--- src/pid_position_servo_macros.svh ---
// Assertion helpers for the servo RTL.
`ifndef PID_POSITION_SERVO_MACROS_SVH
`define PID_POSITION_SERVO_MACROS_SVH

// Implication checked on every rising clock edge outside reset.
`define PPS_ASSERT_IMP(lbl, ante, cons) \
  lbl: assert property (@(posedge clk_i) disable iff (!rst_ni) (ante) |-> (cons)) \
    else $error("pps check failed");

// Next-cycle implication checked outside reset.
`define PPS_ASSERT_NXT(lbl, ante, cons) \
  lbl: assert property (@(posedge clk_i) disable iff (!rst_ni) (ante) |=> (cons)) \
    else $error("pps check failed");

`endif

--- src/pps_pkg.sv ---
// ----------------------------------------------------------------------------
// pps_pkg
// Types and constants shared by the position servo modules.
// ----------------------------------------------------------------------------
`default_nettype none

package pps_pkg;

  localparam int MUL_A_W = 31;
  localparam int MUL_B_W = 17;
  localparam int PROD_W  = 48;
  localparam int DEN_W   = 16;
  localparam int STEP_W  = 6;

  // Quotient bits needed per division
  localparam logic [STEP_W-1:0] STEPS_INTEG = 6'd46;
  localparam logic [STEP_W-1:0] STEPS_DERIV = 6'd24;
  localparam logic [STEP_W-1:0] STEPS_DUTY  = 6'd16;

  typedef enum logic [2:0] {
    REG_SETPOINT    = 3'd0,
    REG_PROP_GAIN   = 3'd1,
    REG_INTEG_GAIN  = 3'd2,
    REG_DERIV_GAIN  = 3'd3,
    REG_DRIVE_LIMIT = 3'd4,
    REG_DEAD_BAND   = 3'd5,
    REG_PWM_MIN     = 3'd6,
    REG_PWM_MAX     = 3'd7
  } reg_idx_e;

  typedef enum logic [3:0] {
    S_IDLE, S_RING, S_MP, S_MI1, S_MI2, S_DI, S_WI, S_MD, S_DD, S_WD,
    S_CLAMP, S_DUTY, S_WU, S_OUT
  } seq_state_e;

  typedef struct packed {
    logic [9:0]  adc_sample;
    logic [15:0] elapsed_ms;
  } in_beat_t;

  typedef struct packed {
    logic [7:0] fwd_duty;
    logic [7:0] rev_duty;
    logic       settled;
  } out_beat_t;

  typedef struct packed {
    logic                     start;
    logic signed [PROD_W-1:0] num;
    logic [DEN_W-1:0]         den;
    logic [STEP_W-1:0]        steps;
  } div_req_t;

  typedef struct packed {
    logic                     busy;
    logic                     done;
    logic signed [PROD_W-1:0] quo;
  } div_rsp_t;

endpackage

`default_nettype wire

--- src/pid_position_servo.sv ---
// ----------------------------------------------------------------------------
// pid_position_servo
// PID position loop: error ring, shared multiplier and divider, PWM duty out.
// ----------------------------------------------------------------------------
//  channel | dir | handshake               | payload
//  in      | in  | in_valid_i / in_stall_o  | in_data_i  (in_beat_t)
//  out     | out | out_valid_o / out_stall_i| out_data_o (out_beat_t)
//  cfg     | in  | cfg_we_i                 | cfg_idx_i, cfg_data_i
//
// A beat keeps in_stall_o high through the sequencer states, the derivative
// division, clamp, the duty division and the output load. The integral takes
// a rounding shift, or a division when the window depth is not a power of
// two. Zero elapsed time skips the integral and derivative terms, and a
// settled drive skips the duty division.
// Reset clears the error ring (valid bits), the running sum and the settled and valid flags.
// A held result lets one more beat in, which then waits in S_OUT.
`default_nettype none

module pid_position_servo
  import pps_pkg::*;
#(
  parameter int WINDOW_DEPTH = 16
) (
  input  wire logic        clk_i,
  input  wire logic        rst_ni,
  input  wire logic        in_valid_i,
  output logic             in_stall_o,
  input  wire in_beat_t    in_data_i,
  output logic             out_valid_o,
  input  wire logic        out_stall_i,
  output out_beat_t        out_data_o,
  input  wire logic        cfg_we_i,
  input  wire logic [2:0]  cfg_idx_i,
  input  wire logic [15:0] cfg_data_i
);

`include "pid_position_servo_macros.svh"

  localparam int SUM_W      = $clog2(WINDOW_DEPTH) + 8;
  localparam int DEPTH_SH   = $clog2(WINDOW_DEPTH);
  localparam bit DEPTH_POW2 = (WINDOW_DEPTH & (WINDOW_DEPTH - 1)) == 0;

  // Configuration registers
  logic [6:0]         setpoint_q, limit_q;
  logic signed [15:0] kp_q, ki_q, kd_q;
  logic [14:0]        db_q;
  logic [7:0]         pmin_q, pmax_q;

  always_ff @(posedge clk_i or negedge rst_ni) begin
    if (!rst_ni) begin
      setpoint_q <= '0;
      kp_q       <= '0;
      ki_q       <= '0;
      kd_q       <= '0;
      limit_q    <= 7'd30;
      db_q       <= 15'd192;
      pmin_q     <= 8'd80;
      pmax_q     <= 8'd250;
    end else if (cfg_we_i) begin
      case (reg_idx_e'(cfg_idx_i))
        REG_SETPOINT:    setpoint_q <= cfg_data_i[6:0];
        REG_PROP_GAIN:   kp_q       <= cfg_data_i;
        REG_INTEG_GAIN:  ki_q       <= cfg_data_i;
        REG_DERIV_GAIN:  kd_q       <= cfg_data_i;
        REG_DRIVE_LIMIT: limit_q    <= cfg_data_i[6:0];
        REG_DEAD_BAND:   db_q       <= cfg_data_i[14:0];
        REG_PWM_MIN:     pmin_q     <= cfg_data_i[7:0];
        REG_PWM_MAX:     pmax_q     <= cfg_data_i[7:0];
        default: ;
      endcase
    end
  end

  // Sequencer state and work registers
  seq_state_e               state_q, state_d;
  logic signed [7:0]        err_q, err_d, prev_q, prev_d;
  logic signed [8:0]        diff_q, diff_d;
  logic [15:0]              elap_q, elap_d;
  logic signed [PROD_W-1:0] acc_q, acc_d;
  logic                     settled_q, settled_d;
  logic                     fwd_dir_q, fwd_dir_d;
  logic [7:0]               fwd_q, fwd_d, rev_q, rev_d;
  logic                     ovalid_q, ovalid_d;
  out_beat_t                odata_q, odata_d;

  logic                     push;
  logic signed [SUM_W-1:0]  sum;
  logic signed [MUL_A_W-1:0] mul_a;
  logic signed [MUL_B_W-1:0] mul_b;
  logic signed [PROD_W-1:0] prod;
  div_req_t                 dreq;
  div_rsp_t                 drsp;
  logic                     div_wait;

  // Input error: sample/10 by reciprocal, exact over the 10-bit range
  logic [17:0]       samp_x;
  logic [6:0]        samp_div;
  logic signed [7:0] err_in;
  assign samp_x   = 18'(in_data_i.adc_sample) * 18'd205;
  assign samp_div = samp_x[17:11];
  assign err_in   = $signed({1'b0, samp_div}) - $signed({1'b0, setpoint_q});

  // Integral divided by the window depth, truncated toward zero
  logic signed [PROD_W-1:0] integ_bias, integ_shr;
  assign integ_bias = prod[PROD_W-1] ? PROD_W'(WINDOW_DEPTH - 1) : '0;
  assign integ_shr  = (prod + integ_bias) >>> DEPTH_SH;

  // Clamp and dead band on the accumulated drive
  logic signed [PROD_W-1:0] lim_s, db_s, drv, drv_mag;
  logic [6:0]               whole;
  logic signed [8:0]        span;
  logic [DEN_W-1:0]         lim_den;
  assign lim_s   = $signed(PROD_W'({limit_q, 8'd0}));
  assign db_s    = $signed(PROD_W'(db_q));
  assign drv     = (acc_q > lim_s) ? lim_s : ((acc_q < -lim_s) ? -lim_s : acc_q);
  assign drv_mag = drv[PROD_W-1] ? -drv : drv;
  assign whole   = drv_mag[14:8];
  assign span    = $signed({1'b0, pmax_q}) - $signed({1'b0, pmin_q});
  assign lim_den = (limit_q == 7'd0) ? DEN_W'(1) : DEN_W'(limit_q);

  assign in_stall_o = (state_q != S_IDLE);
  assign div_wait   = (state_q == S_WI) || (state_q == S_WD) || (state_q == S_WU);

  always_comb begin
    state_d   = state_q;
    err_d     = err_q;
    prev_d    = prev_q;
    diff_d    = diff_q;
    elap_d    = elap_q;
    acc_d     = acc_q;
    settled_d = settled_q;
    fwd_dir_d = fwd_dir_q;
    fwd_d     = fwd_q;
    rev_d     = rev_q;
    ovalid_d  = ovalid_q && out_stall_i;
    odata_d   = odata_q;
    push      = 1'b0;
    mul_a     = '0;
    mul_b     = '0;
    dreq      = '0;
    case (state_q)
      S_IDLE: begin
        if (in_valid_i) begin
          err_d   = err_in;
          elap_d  = in_data_i.elapsed_ms;
          state_d = S_RING;
        end
      end
      S_RING: begin
        push    = 1'b1;
        diff_d  = 9'(err_q) - 9'(prev_q);
        prev_d  = err_q;
        state_d = S_MP;
      end
      S_MP: begin
        mul_a   = MUL_A_W'(kp_q);
        mul_b   = MUL_B_W'(err_q);
        state_d = S_MI1;
      end
      S_MI1: begin
        acc_d   = prod;
        mul_a   = MUL_A_W'(ki_q);
        mul_b   = MUL_B_W'(sum);
        state_d = (elap_q == 16'd0) ? S_CLAMP : S_MI2;
      end
      S_MI2: begin
        mul_a   = MUL_A_W'(prod);
        mul_b   = $signed({1'b0, elap_q});
        state_d = S_DI;
      end
      S_DI: begin
        if (DEPTH_POW2) begin
          acc_d   = acc_q + integ_shr;
          state_d = S_MD;
        end else begin
          dreq.start = 1'b1;
          dreq.num   = prod;
          dreq.den   = DEN_W'(WINDOW_DEPTH);
          dreq.steps = STEPS_INTEG;
          state_d    = S_WI;
        end
      end
      S_WI: begin
        if (drsp.done) begin
          acc_d   = acc_q + drsp.quo;
          state_d = S_MD;
        end
      end
      S_MD: begin
        mul_a   = MUL_A_W'(kd_q);
        mul_b   = MUL_B_W'(diff_q);
        state_d = S_DD;
      end
      S_DD: begin
        dreq.start = 1'b1;
        dreq.num   = prod;
        dreq.den   = elap_q;
        dreq.steps = STEPS_DERIV;
        state_d    = S_WD;
      end
      S_WD: begin
        if (drsp.done) begin
          acc_d   = acc_q + drsp.quo;
          state_d = S_CLAMP;
        end
      end
      S_CLAMP: begin
        fwd_d = '0;
        rev_d = '0;
        if (drv < -db_s || drv > db_s) begin
          fwd_dir_d = drv[PROD_W-1];
          mul_a     = MUL_A_W'({1'b0, whole});
          mul_b     = MUL_B_W'(span);
          state_d   = S_DUTY;
        end else begin
          settled_d = 1'b1;
          state_d   = S_OUT;
        end
      end
      S_DUTY: begin
        dreq.start = 1'b1;
        dreq.num   = prod;
        dreq.den   = lim_den;
        dreq.steps = STEPS_DUTY;
        state_d    = S_WU;
      end
      S_WU: begin
        if (drsp.done) begin
          // Duty wraps to 8 bits, so only the low quotient byte matters
          if (fwd_dir_q) begin
            fwd_d = pmin_q + drsp.quo[7:0];
          end else begin
            rev_d = pmin_q + drsp.quo[7:0];
          end
          state_d = S_OUT;
        end
      end
      S_OUT: begin
        // Hold until the output register is free
        if (!ovalid_q || !out_stall_i) begin
          ovalid_d         = 1'b1;
          odata_d.fwd_duty = fwd_q;
          odata_d.rev_duty = rev_q;
          odata_d.settled  = settled_q;
          state_d          = S_IDLE;
        end
      end
      default: state_d = S_IDLE;
    endcase
  end

  always_ff @(posedge clk_i or negedge rst_ni) begin
    if (!rst_ni) begin
      state_q   <= S_IDLE;
      prev_q    <= '0;
      settled_q <= 1'b0;
      ovalid_q  <= 1'b0;
    end else begin
      state_q   <= state_d;
      prev_q    <= prev_d;
      settled_q <= settled_d;
      ovalid_q  <= ovalid_d;
    end
  end

  always_ff @(posedge clk_i) begin
    err_q     <= err_d;
    diff_q    <= diff_d;
    elap_q    <= elap_d;
    acc_q     <= acc_d;
    fwd_dir_q <= fwd_dir_d;
    fwd_q     <= fwd_d;
    rev_q     <= rev_d;
    odata_q   <= odata_d;
  end

  assign out_valid_o = ovalid_q;
  assign out_data_o  = odata_q;

  pps_ring #(.DEPTH(WINDOW_DEPTH)) u_ring (
    .clk_i (clk_i),
    .rst_ni(rst_ni),
    .push_i(push),
    .err_i (err_q),
    .sum_o (sum)
  );

  pps_mul u_mul (
    .clk_i(clk_i),
    .a_i  (mul_a),
    .b_i  (mul_b),
    .p_o  (prod)
  );

  pps_div u_div (
    .clk_i (clk_i),
    .rst_ni(rst_ni),
    .req_i (dreq),
    .rsp_o (drsp)
  );

  `PPS_ASSERT_NXT(a_accept_ring, in_valid_i && !in_stall_o, state_q == S_RING)
  `PPS_ASSERT_IMP(a_div_busy_wait, drsp.busy, div_wait)
  `PPS_ASSERT_IMP(a_one_dir, out_valid_o && out_data_o.fwd_duty != 8'd0, out_data_o.rev_duty == 8'd0)
  `PPS_ASSERT_NXT(a_settled_sticky, settled_q, settled_q)

endmodule

`default_nettype wire

--- src/pps_mul.sv ---
// ----------------------------------------------------------------------------
// pps_mul
// Shared signed multiplier with a registered product.
// ----------------------------------------------------------------------------
`default_nettype none

module pps_mul
  import pps_pkg::*;
(
  input  wire logic                      clk_i,
  input  wire logic signed [MUL_A_W-1:0] a_i,
  input  wire logic signed [MUL_B_W-1:0] b_i,
  output logic signed [PROD_W-1:0]       p_o
);

  logic signed [PROD_W-1:0] p_q;

  always_ff @(posedge clk_i) begin
    p_q <= PROD_W'(a_i) * PROD_W'(b_i);
  end

  assign p_o = p_q;

endmodule

`default_nettype wire

--- src/pps_div.sv ---
// ----------------------------------------------------------------------------
// pps_div
// Shared restoring divider, one quotient bit a cycle, truncating toward zero.
// ----------------------------------------------------------------------------
`default_nettype none

module pps_div
  import pps_pkg::*;
(
  input  wire logic clk_i,
  input  wire logic rst_ni,
  input  wire div_req_t req_i,
  output div_rsp_t rsp_o
);

  logic                busy_q, done_q, neg_q;
  logic [STEP_W-1:0]   cnt_q;
  logic [PROD_W-1:0]   num_q, quo_q;
  logic [DEN_W-1:0]    rem_q, den_q;
  logic [PROD_W-1:0]   mag;
  logic [DEN_W:0]      rem_sh;
  logic                ge;

  assign mag    = req_i.num[PROD_W-1] ? PROD_W'(-req_i.num) : PROD_W'(req_i.num);
  assign rem_sh = {rem_q, num_q[PROD_W-1]};
  assign ge     = rem_sh >= {1'b0, den_q};

  always_ff @(posedge clk_i or negedge rst_ni) begin
    if (!rst_ni) begin
      busy_q <= 1'b0;
      done_q <= 1'b0;
      cnt_q  <= '0;
    end else begin
      done_q <= 1'b0;
      if (req_i.start) begin
        busy_q <= 1'b1;
        cnt_q  <= req_i.steps;
      end else if (busy_q) begin
        cnt_q <= cnt_q - 1'b1;
        if (cnt_q == STEP_W'(1)) begin
          busy_q <= 1'b0;
          done_q <= 1'b1;
        end
      end
    end
  end

  always_ff @(posedge clk_i) begin
    if (req_i.start) begin
      num_q <= mag << (STEP_W'(PROD_W) - req_i.steps);
      neg_q <= req_i.num[PROD_W-1];
      den_q <= req_i.den;
      rem_q <= '0;
      quo_q <= '0;
    end else if (busy_q) begin
      rem_q <= ge ? DEN_W'(rem_sh - {1'b0, den_q}) : DEN_W'(rem_sh);
      quo_q <= {quo_q[PROD_W-2:0], ge};
      num_q <= {num_q[PROD_W-2:0], 1'b0};
    end
  end

  assign rsp_o.busy = busy_q;
  assign rsp_o.done = done_q;
  assign rsp_o.quo  = neg_q ? -$signed(quo_q) : $signed(quo_q);

endmodule

`default_nettype wire

--- src/pps_ring.sv ---
// ----------------------------------------------------------------------------
// pps_ring
// Ring of past errors with a running sum over the window.
// ----------------------------------------------------------------------------
`default_nettype none

module pps_ring #(
  parameter int DEPTH = 16
) (
  input  wire logic              clk_i,
  input  wire logic              rst_ni,
  input  wire logic              push_i,
  input  wire logic signed [7:0] err_i,
  output logic signed [$clog2(DEPTH)+7:0] sum_o
);

  localparam int IDX_W = $clog2(DEPTH);
  localparam int SUM_W = IDX_W + 8;

  logic signed [7:0]       mem [DEPTH];
  logic [DEPTH-1:0]        valid_q;
  logic [IDX_W-1:0]        idx_q;
  logic signed [7:0]       rd_q;
  logic signed [SUM_W-1:0] sum_q;

  always_ff @(posedge clk_i) begin
    if (push_i) begin
      mem[idx_q] <= err_i;
    end
  end

  always_ff @(posedge clk_i or negedge rst_ni) begin
    if (!rst_ni) begin
      valid_q <= '0;
      idx_q   <= '0;
      rd_q    <= '0;
      sum_q   <= '0;
    end else begin
      // Oldest entry, read at the slot the next push overwrites
      rd_q <= valid_q[idx_q] ? mem[idx_q] : 8'sd0;
      if (push_i) begin
        valid_q[idx_q] <= 1'b1;
        idx_q <= (idx_q == IDX_W'(DEPTH - 1)) ? '0 : idx_q + 1'b1;
        sum_q <= sum_q - SUM_W'(rd_q) + SUM_W'(err_i);
      end
    end
  end

  assign sum_o = sum_q;

endmodule

`default_nettype wire
--- config.mk ---
export PLATFORM = sky130hd
export DESIGN_NAME = pid_position_servo
export DESIGN_NICKNAME = d
export VERILOG_FILES = /design/src/pps_pkg.sv /design/src/pid_position_servo.sv /design/src/pps_mul.sv /design/src/pps_div.sv /design/src/pps_ring.sv
export VERILOG_INCLUDE_DIRS = /design/src /design/src/src
export SDC_FILE = /design/constraint.sdc
export NUM_CORES = 2
export LEC_CHECK = 0
export BUFFER_PORTS_ARGS = -buffer_cell sky130_fd_sc_hd__buf_2
export CORE_MARGIN = 3
export CORE_UTILIZATION = 50
export DETAILED_ROUTE_END_ITERATION = 7
export PLACE_DENSITY = 0.66
export SLEW_MARGIN = 40
export SYNTH_ARGS = -nofsm -noshare
export SYNTH_HDL_FRONTEND = slang
export SYNTH_SLANG_ARGS = --single-unit
--- constraint.sdc ---
create_clock -name clk_i -period 17.2 [get_ports clk_i]
set_clock_uncertainty 0.1 [all_clocks]
set_input_delay 1.72 -clock clk_i [delete_from_list [all_inputs] [get_ports clk_i]]
set_output_delay 1.72 -clock clk_i [all_outputs]
set_load 0.02 [all_outputs]
# Word-level counts from Yosys, hierarchy flattened

Memory sizes are Yosys's and may differ from the RTL's.
Index checks and enable logic that the tools add are counted.

Memories kept: 1
Flip-flop bits (word level): 447
Output and inout port bits: 19
Bits of input ports: 50
Word-level logic and storage cells: 177
Memory bits (writable): 128

Memories:

| name       | words | bits a word | read ports | clocked after Yosys merged registers in | write ports | line           | text |
|---|---|---|---|---|---|---|---|
| u_ring.mem | 16    | 8           | 1          | 0                                       | 1           | pps_ring.sv:20 | `logic signed [7:0] mem [DEPTH];` |

Multiply operators: 2
Add/sub/neg operators: 18
Multiplexer cells: 50
Equal/unequal tests: 30
Order comparisons: 7
Bitwise logic cells: 2
Reductions and logical operators: 31
Shift-type cells: 1

Operator list:

| kind                    | count |
|---|---|
| $mux W48                | 7 |
| $pmux W31 S5            | 1 |
| $pmux W48 S3            | 1 |
| $pmux W71 S2            | 1 |
| $gt A48 B16 Y1          | 2 |
| $lt A48 B48 Y1          | 2 |
| $neg A15 Y48            | 2 |
| $neg A48 Y48            | 2 |
| $pmux W17 S5            | 1 |
| $pmux W4 S14            | 1 |
| $add A48 B44 Y48        | 1 |
| $add A48 B48 Y48        | 1 |
| $add A48 B5 Y48         | 1 |
| $mul A31 B17 Y48        | 1 |
| $shl A48 B6 Y48         | 1 |
| $mux W8                 | 5 |
| $mux W4                 | 8 |
| $pmux W8 S2             | 2 |
| $eq A4 B4 Y1 const B    | 7 |
| $reduce_and A2 Y1       | 13 |
| $mul A10 B8 Y18 const B | 1 |
| $sub A8 B8 Y9           | 2 |
| $ge A17 B16 Y1          | 1 |
| $mux W17                | 1 |
| 43 further kinds        | 76 |

# Longest topological paths before layout

Word-level depth: 9
Mapped depth: 55
Depth with buffers taken out: 52

# Cells and area by module

A second synthesis with hierarchy kept.

Cell total of the unflattened synthesis: 6180
Area total of the unflattened synthesis: 58471.1 um^2

Modules (own cells, without submodules):

| module             | instances | cells each | area each (um^2) | seq. area each (um^2) |
|---|---|---|---|---|
| pid_position_servo | 1         | 2142       | 19501.2          | 6148.4 |
| pps_mul            | 1         | 2074       | 19128.3          | 960.9 |
| pps_div            | 1         | 1524       | 12440.7          | 3433.3 |
| pps_ring           | 1         | 440        | 7400.8           | 4844.6 |

# Least setup slack after synthesis

Ideal clock, no wire load.

Path kind: register to register
From: register limit_q[0]
To: register u_mul.p_q[40] (netlist: u_mul.p_o[40])
Arrival time: 11.871 ns
Cell stages (with the launch flop): 50
Data required time: 17.028 ns
Slack: 5.157 ns
Path buffers: 5
Library setup time: 0.072 ns
Period minus slack after synthesis: 12.043 ns
Cells stage by stage: dfrtp_1 -> inv_1 -> ha_1 -> nand3_1 -> nor4_2 -> ha_1 -> and4_1 -> a211o_1 -> buf_2 -> xnor2_1 -> nor3_4 -> clkbuf_1 -> a21oi_1 -> clkbuf_1 -> o21a_1 -> ha_1 -> nand3_1 -> o22ai_1 -> [14 not listed] -> fa_1 -> fa_1 -> fa_1 -> inv_1 -> fa_1 -> inv_1 -> ha_1 -> and3_1 -> a221o_1 -> a21o_1 -> nor3b_1 -> a211o_1 -> a21oi_1 -> o21bai_1 -> a41oi_1 -> nor2_1 -> o41ai_1 -> xnor2_1

Cells in the longest elaborated chain, start to end: 9
Elaborated cells on any way between the ends: 15
Those cells by class: 2 x add/sub; 1 x mul; 4 x order compare; 7 x mux; 1 x reduce/logical

RTL lines:

| element                                        | line                                                 | text |
|---|---|---|
| start: declaration                             | pid_position_servo.sv:44                             | `logic [6:0] setpoint_q, limit_q;` |
| start signal: assignment                       | pid_position_servo.sv:65                             | `REG_DRIVE_LIMIT: limit_q <= cfg_data_i[6:0];` |
| $neg A15 Y48                                   | pid_position_servo.sv:115                            | `assign drv = (acc_q > lim_s) ? lim_s : ((acc_q < -lim_s) ? -lim_s : acc_q);` |
| $lt A48 B48 Y1                                 | pid_position_servo.sv:115                            |  |
| $mux W48                                       | pid_position_servo.sv:115                            |  |
| $mux W48 (*)                                   | pid_position_servo.sv:115                            |  |
| $lt A48 B48 Y1 (tied with other cells)         | pid_position_servo.sv:210                            | `if (drv < -db_s \|\| drv > db_s) begin` |
| $logic_or A1 B1 Y1 or $mux W15 (tied branches) | pid_position_servo.sv:210, pid_position_servo.sv:116 |  |
| $mux W7 or $mux W17 (tied branches)            | pid_position_servo.sv:210                            |  |
| $pmux W31 S5 or $pmux W17 S5 (tied branches)   | pid_position_servo.sv:141                            | `case (state_q)` |
| $mul A31 B17 Y48 (*)                           | pps_mul.sv:19                                        | `p_q <= PROD_W'(a_i) * PROD_W'(b_i);` |
| end signal: assignment                         | pps_mul.sv:19                                        |  |
| end: declaration                               | pps_mul.sv:16                                        | `logic signed [PROD_W-1:0] p_q;` |

Mark *: on every way between the ends. The rest lies on a longest branch, timed or not.
A chain may end at the register's enable or synchronous reset.

# Worst setup path in the final report

Ends and elaborated chain as after synthesis.

==> tab_implementation.tex <==
\begin{tabular}{lr}
\hline
Metric & Value \\
\hline
\multicolumn{2}{l}{\textbf{Outcome}} \\
\quad Outcome & finished clean \\
\multicolumn{2}{l}{\textbf{STA}} \\
\quad Transition time at the pin with the least slew margin & $\sim$930 ps \\
\quad Minimum setup slack in the final design & 2520 ps \\
\quad Portion of the clock cycle consumed by the worst path in the final layout & between 80 and 90\% \\
\quad Top achievable clock speed & roughly 68 MHz \\
\quad Setup repair after global routing missed its margin & false \\
\quad Worst max-slew margin expressed relative to the limit & between 30\% and 40\% \\
\quad Final hold violation count & 0 \\
\quad Setup TNS after final layout & 0 ps \\
\quad Clock period minus final worst setup slack & 14,680 ps \\
\quad Final number of max-transition violations & 0 \\
\quad Final count of negative-setup-slack endpoints & 0 \\
\multicolumn{2}{l}{\textbf{Setup path}} \\
\quad Register-to-register setup slack & approximately 2500 ps \\
\quad FF-to-FF End & u\_mul.p\_o[40]\$\_DFF\_P\_ \\
\quad Maximum net fanout on the critical path & 20 \\
\quad Slowest library cell on the worst path & sky130\_fd\_sc\_hd\_\_a21oi\_2 \\
\quad Crit end category & flip-flop \\
\quad Launching element of the worst setup path & limit\_q[0]\$\_DFFE\_PN0P\_ \\
\quad Critical path arrival & approximately 15,000 ps \\
\quad Cell count of the worst reg-to-reg path & 49 \\
\quad Kind of start point of the critical path & flip-flop \\
\quad Required time reported for the critical path endpoint & about 18,000 ps \\
\quad Start of the worst register-to-register path & limit\_q[0]\$\_DFFE\_PN0P\_ \\
\quad Worst setup path category & reg2reg \\
\quad Cell with the most instances on the worst path & sky130\_fd\_sc\_hd\_\_fa\_1 \\
\quad Slowest Stage Delay on Critical Path & around 700 ps \\
\multicolumn{2}{l}{\textbf{Synthesis}} \\
\quad Synth Flop Type & sky130\_fd\_sc\_hd\_\_edfxtp\_1 \\
\quad Post-synthesis instance area & approximately 53,000 µm² \\
\quad Distinct cell type count after synthesis & 93 \\
\quad Largest cells by area after synthesis & sky130\_fd\_sc\_hd\_\_fa\_1 (21\%), sky130\_fd\_sc\_hd\_\_edfxtp\_1 (18\%), sky130\_fd\_sc\_hd\_\_ha\_1 (9.2\%) \\
\quad Leading cell type by number of instances after synthesis & sky130\_fd\_sc\_hd\_\_inv\_1 \\
\quad Share of synthesized registers carrying an async set or reset & a little over a quarter \\
\quad Sequential area share after synthesis & 29.2\% \\
\quad Top cell type by total area after synthesis & sky130\_fd\_sc\_hd\_\_fa\_1 \\
\quad Top cells by instance count after synthesis & sky130\_fd\_sc\_hd\_\_inv\_1 (781), sky130\_fd\_sc\_hd\_\_nor2\_1 (546), sky130\_fd\_sc\_hd\_\_fa\_1 (541) \\
\quad Yosys top cell area share & 20.5\% \\
\quad Synth Register Bits & between 500 and 600 \\
\quad Total number of yosys warnings & 0 \\
\quad Post-Syn Area per Cell & roughly 9.8 µm² \\
\quad Post-Syn Nets & 6,377 \\
\quad Number of cells produced by synthesis & 5,396 \\
\quad Count of flip-flops with a built-in enable after synthesis & 308 \\
\multicolumn{2}{l}{\textbf{Global routing}} \\
\quad All-Layer GR Usage & 27.2\% \\
\quad Maximum number of pins on one net before global-route repair & 91 \\
\quad Number of antenna violations at the first check in global routing & 10 \\
\quad Vias in the first global route & around 40,000 \\
\quad Wire length of the first global-routing pass & between 200 and 250 mm \\
\quad Total congestion overflow after global routing & 0 \\
\multicolumn{2}{l}{\textbf{Clock tree}} \\
\quad Post-CTS Resized & 0 \\
\quad CTS Root Cell & sky130\_fd\_sc\_hd\_\_clkbuf\_16 \\
\quad Maximum level of the CTS H-tree & 3 \\
\quad Post-cts hold buffer count & 0 \\
\quad Clock sink count & 575 \\
\quad Clk pin slew, worst setup/hold paths & roughly 60 ps \\
\quad Worst-Skew Late Latency & around 650 ps \\
\quad Buffers inserted during post-CTS setup optimization & 0 \\
\quad Inserted Clock Buffers & 68 \\
\quad CTS tree & yes \\
\quad CTS Buffer Depth & 3 \\
\multicolumn{2}{l}{\textbf{Layout}} \\
\quad Final cell area excluding filler cells & 57,200 µm² \\
\quad Number of nets in the layout & between 6,000 and 7,000 \\
\quad Synthesis-to-finish area growth & 8.36\% \\
\quad Fraction of layout cells with a size suffix above 1 & under 10\% \\
\multicolumn{2}{l}{\textbf{Power}} \\
\quad Clock power share & 14.2\% \\
\quad Fraction of power consumed by sequential logic & between 20 and 25\% \\
\quad Fraction of power consumed by combinational cells & between 60\% and 70\% \\
\quad Pwr Density & between 150 and 200 nW/µm² \\
\quad Int Pwr & approximately 5.5 mW \\
\quad Fraction of power spent switching nets & 48.8\% \\
\quad Leakage power of the design & 26.7 nW \\
\quad Peak supply drop & between 0.1 and 0.15 mV \\
\quad Switching Power & between 5 and 6 mW \\
\quad Power Total & about 11 mW \\
\multicolumn{2}{l}{\textbf{Die}} \\
\quad Die area & between 100,000 and 150,000 µm² \\
\quad Core area & between 100,000 and 150,000 µm² \\
\quad Height of the die & 331 µm \\
\quad Initial cell density of the core & between 50\% and 60\% \\
\quad Die X & approximately 330 µm \\
\quad Number of cell rows & between 100 and 150 \\
\quad IO Pins & 69 \\
\multicolumn{2}{l}{\textbf{Route}} \\
\quad Total wire length & 146 mm \\
\quad Via Count & around 39,000 \\
\quad Number of vias per cell & 5.72 \\
\quad DR pass1 iterations & 6 \\
\quad DRT antenna net count & 0 \\
\quad DRC violations left & 0 \\
\quad Post-DR wirelength/cell & about 21 µm \\
\quad Violation count after the first detailed-routing iteration & $\sim$3,300 \\
\multicolumn{2}{l}{\textbf{Placed design}} \\
\quad Final RePlAce weighted congestion & approximately 0.94 \\
\quad DPL Wire Length & about 110 mm \\
\quad Worst slack, placed & $\sim$2700 ps \\
\quad Buffers on Ports & a little under 70 \\
\quad Post-placement cell area & about 55,000 µm² \\
\multicolumn{2}{l}{\textbf{Min path}} \\
\quad Worst hold-check path type & reg2reg \\
\quad Launch point of the worst hold path & fwd\_q[4]\$\_DFFE\_PP\_ \\
\quad Terminating pin of the worst hold path & out\_data\_o[13]\$\_DFFE\_PP\_ \\
\quad Hold Path Stages & 0 \\
\multicolumn{2}{l}{\textbf{Job}} \\
\quad Number of max-cap violations & 0 \\
\hline
\end{tabular}
[cell families after synthesis]
| logic type | count (synthesis) | synth area share, % |
|---|---|---|
| buf+inv | 1008 | 7.31 |
| flops | 575 | 29.2 |
| xor+xnor | 264 | 4.38 |
| mux | 201 | 5.06 |
| compound gates | 924 | 11.2 |
| other cells | 1 | 0.00711 |
| simple gates | 1492 | 13.0 |
| fa+ha+maj | 931 | 29.8 |
[flip-flops by register name, indices dropped and copies added (netlist names), 9 cells and up]
signal and flops:
u_ring.mem 128, acc_q 48, u_div.num_q 48, u_div.quo_q 48
u_mul.p_o 48, out_data_o 17, elap_q 16, kd_q 16
ki_q 16, kp_q 16, u_div.den_q 16, u_div.rem_q 16
u_ring.valid_q 16, db_q 15, u_ring.sum_o 12, diff_q 9
[per-layer routing]
| layer | up-vias | wire length (µm) | track usage, % |
|---|---|---|---|
| li1 | 18000 | - | - |
| met1 | 19500 | 63800 | 38.4 |
| met4 | 8 | 4650 | 8.05 |
| met5 | - | 49 | 0 |
| met2 | 1317 | 66000 | 43.1 |
| met3 | 254 | 11400 | 4.96 |
[how the worst max path moves through the flow]
| stage | to | slack, ps | cells after the start |
|---|---|---|---|
| global route | u_mul.p_o[40]$_DFF_P_ | 1540 | 49 |
| finish | u_mul.p_o[40]$_DFF_P_ | 2520 | 49 |
| detailed placement | u_mul.p_o[40]$_DFF_P_ | 2660 | 49 |
| CTS | u_mul.p_o[40]$_DFF_P_ | 2670 | 49 |
| global placement | u_mul.p_o[40]$_DFF_P_ | 2920 | 45 |
| floorplan | u_mul.p_o[40]$_DFF_P_ | 5160 | 49 |
[layout by cell type, fill, tap and decap left out, drive strengths merged, types with 14 or more instances in the layout]
cell	n
dfxtp	112
nand2b	87
o21bai	22
a31oi	20
a21o	127
mux2i	71
a21oi	261
mux2	86
xor2	94
o21ai	222
nor2	546
a22oi	42
inv	786
buf	147
clkinv	23
dfstp	14
and3	60
nand4	41
dfrtp	141
o21a	59
clkbuf	93
ha	390
o31ai	44
edfxtp	308
a211oi	14
nand3	58
and2	23
xnor2	170
nor2b	43
or2	40
nor3	65
fa	541
mux4	44
nor4	33
nand2	437
or3	17
[power by group through the flow]
stage | Combinational, mW | Sequential, mW | Clock, mW
CTS | 6.70 | 2.43 | 1.55
global placement | 6.54 | 2.44 | 0
detailed placement | 6.65 | 2.45 | 0
floorplan | 5.03 | 2.20 | 0
global route | 7.56 | 2.48 | 1.60
finish | 6.74 | 2.44 | 1.52
[per-stage QoR]
step | instances | hold WS [ps] | utilization [%]
floorplan | 5396 | 300 | -
global placement | 6691 | 304 | 52.4
detailed placement | 6696 | 305 | 52.5
CTS | 6822 | 293 | 54.8
global route | 6827 | 304 | 54.9
finish | 6831 | 297 | 54.9
[area by class of cell]
type / instances / area, µm²
fillers: 9171 / 46900
multi-input cells: 3813 / 33700
flip-flops and latches: 575 / 15400
inverters: 784 / 2940
clock buffers: 93 / 1960
well taps: 1380 / 1730
repair buffers: 147 / 973
clock inverters: 33 / 473
diodes: 6 / 15.0
[worst max-delay path, delay by kind of cell, from the launching register on]
family | cells | cell delay (ps)
fa+ha+maj | 9 | 4100
compound gates | 19 | 5380
xor+xnor | 2 | 670
buf+inv | 7 | 1320
flops | 1 | 440
simple gates | 12 | 2510
(Power assumes the default switching activity.)
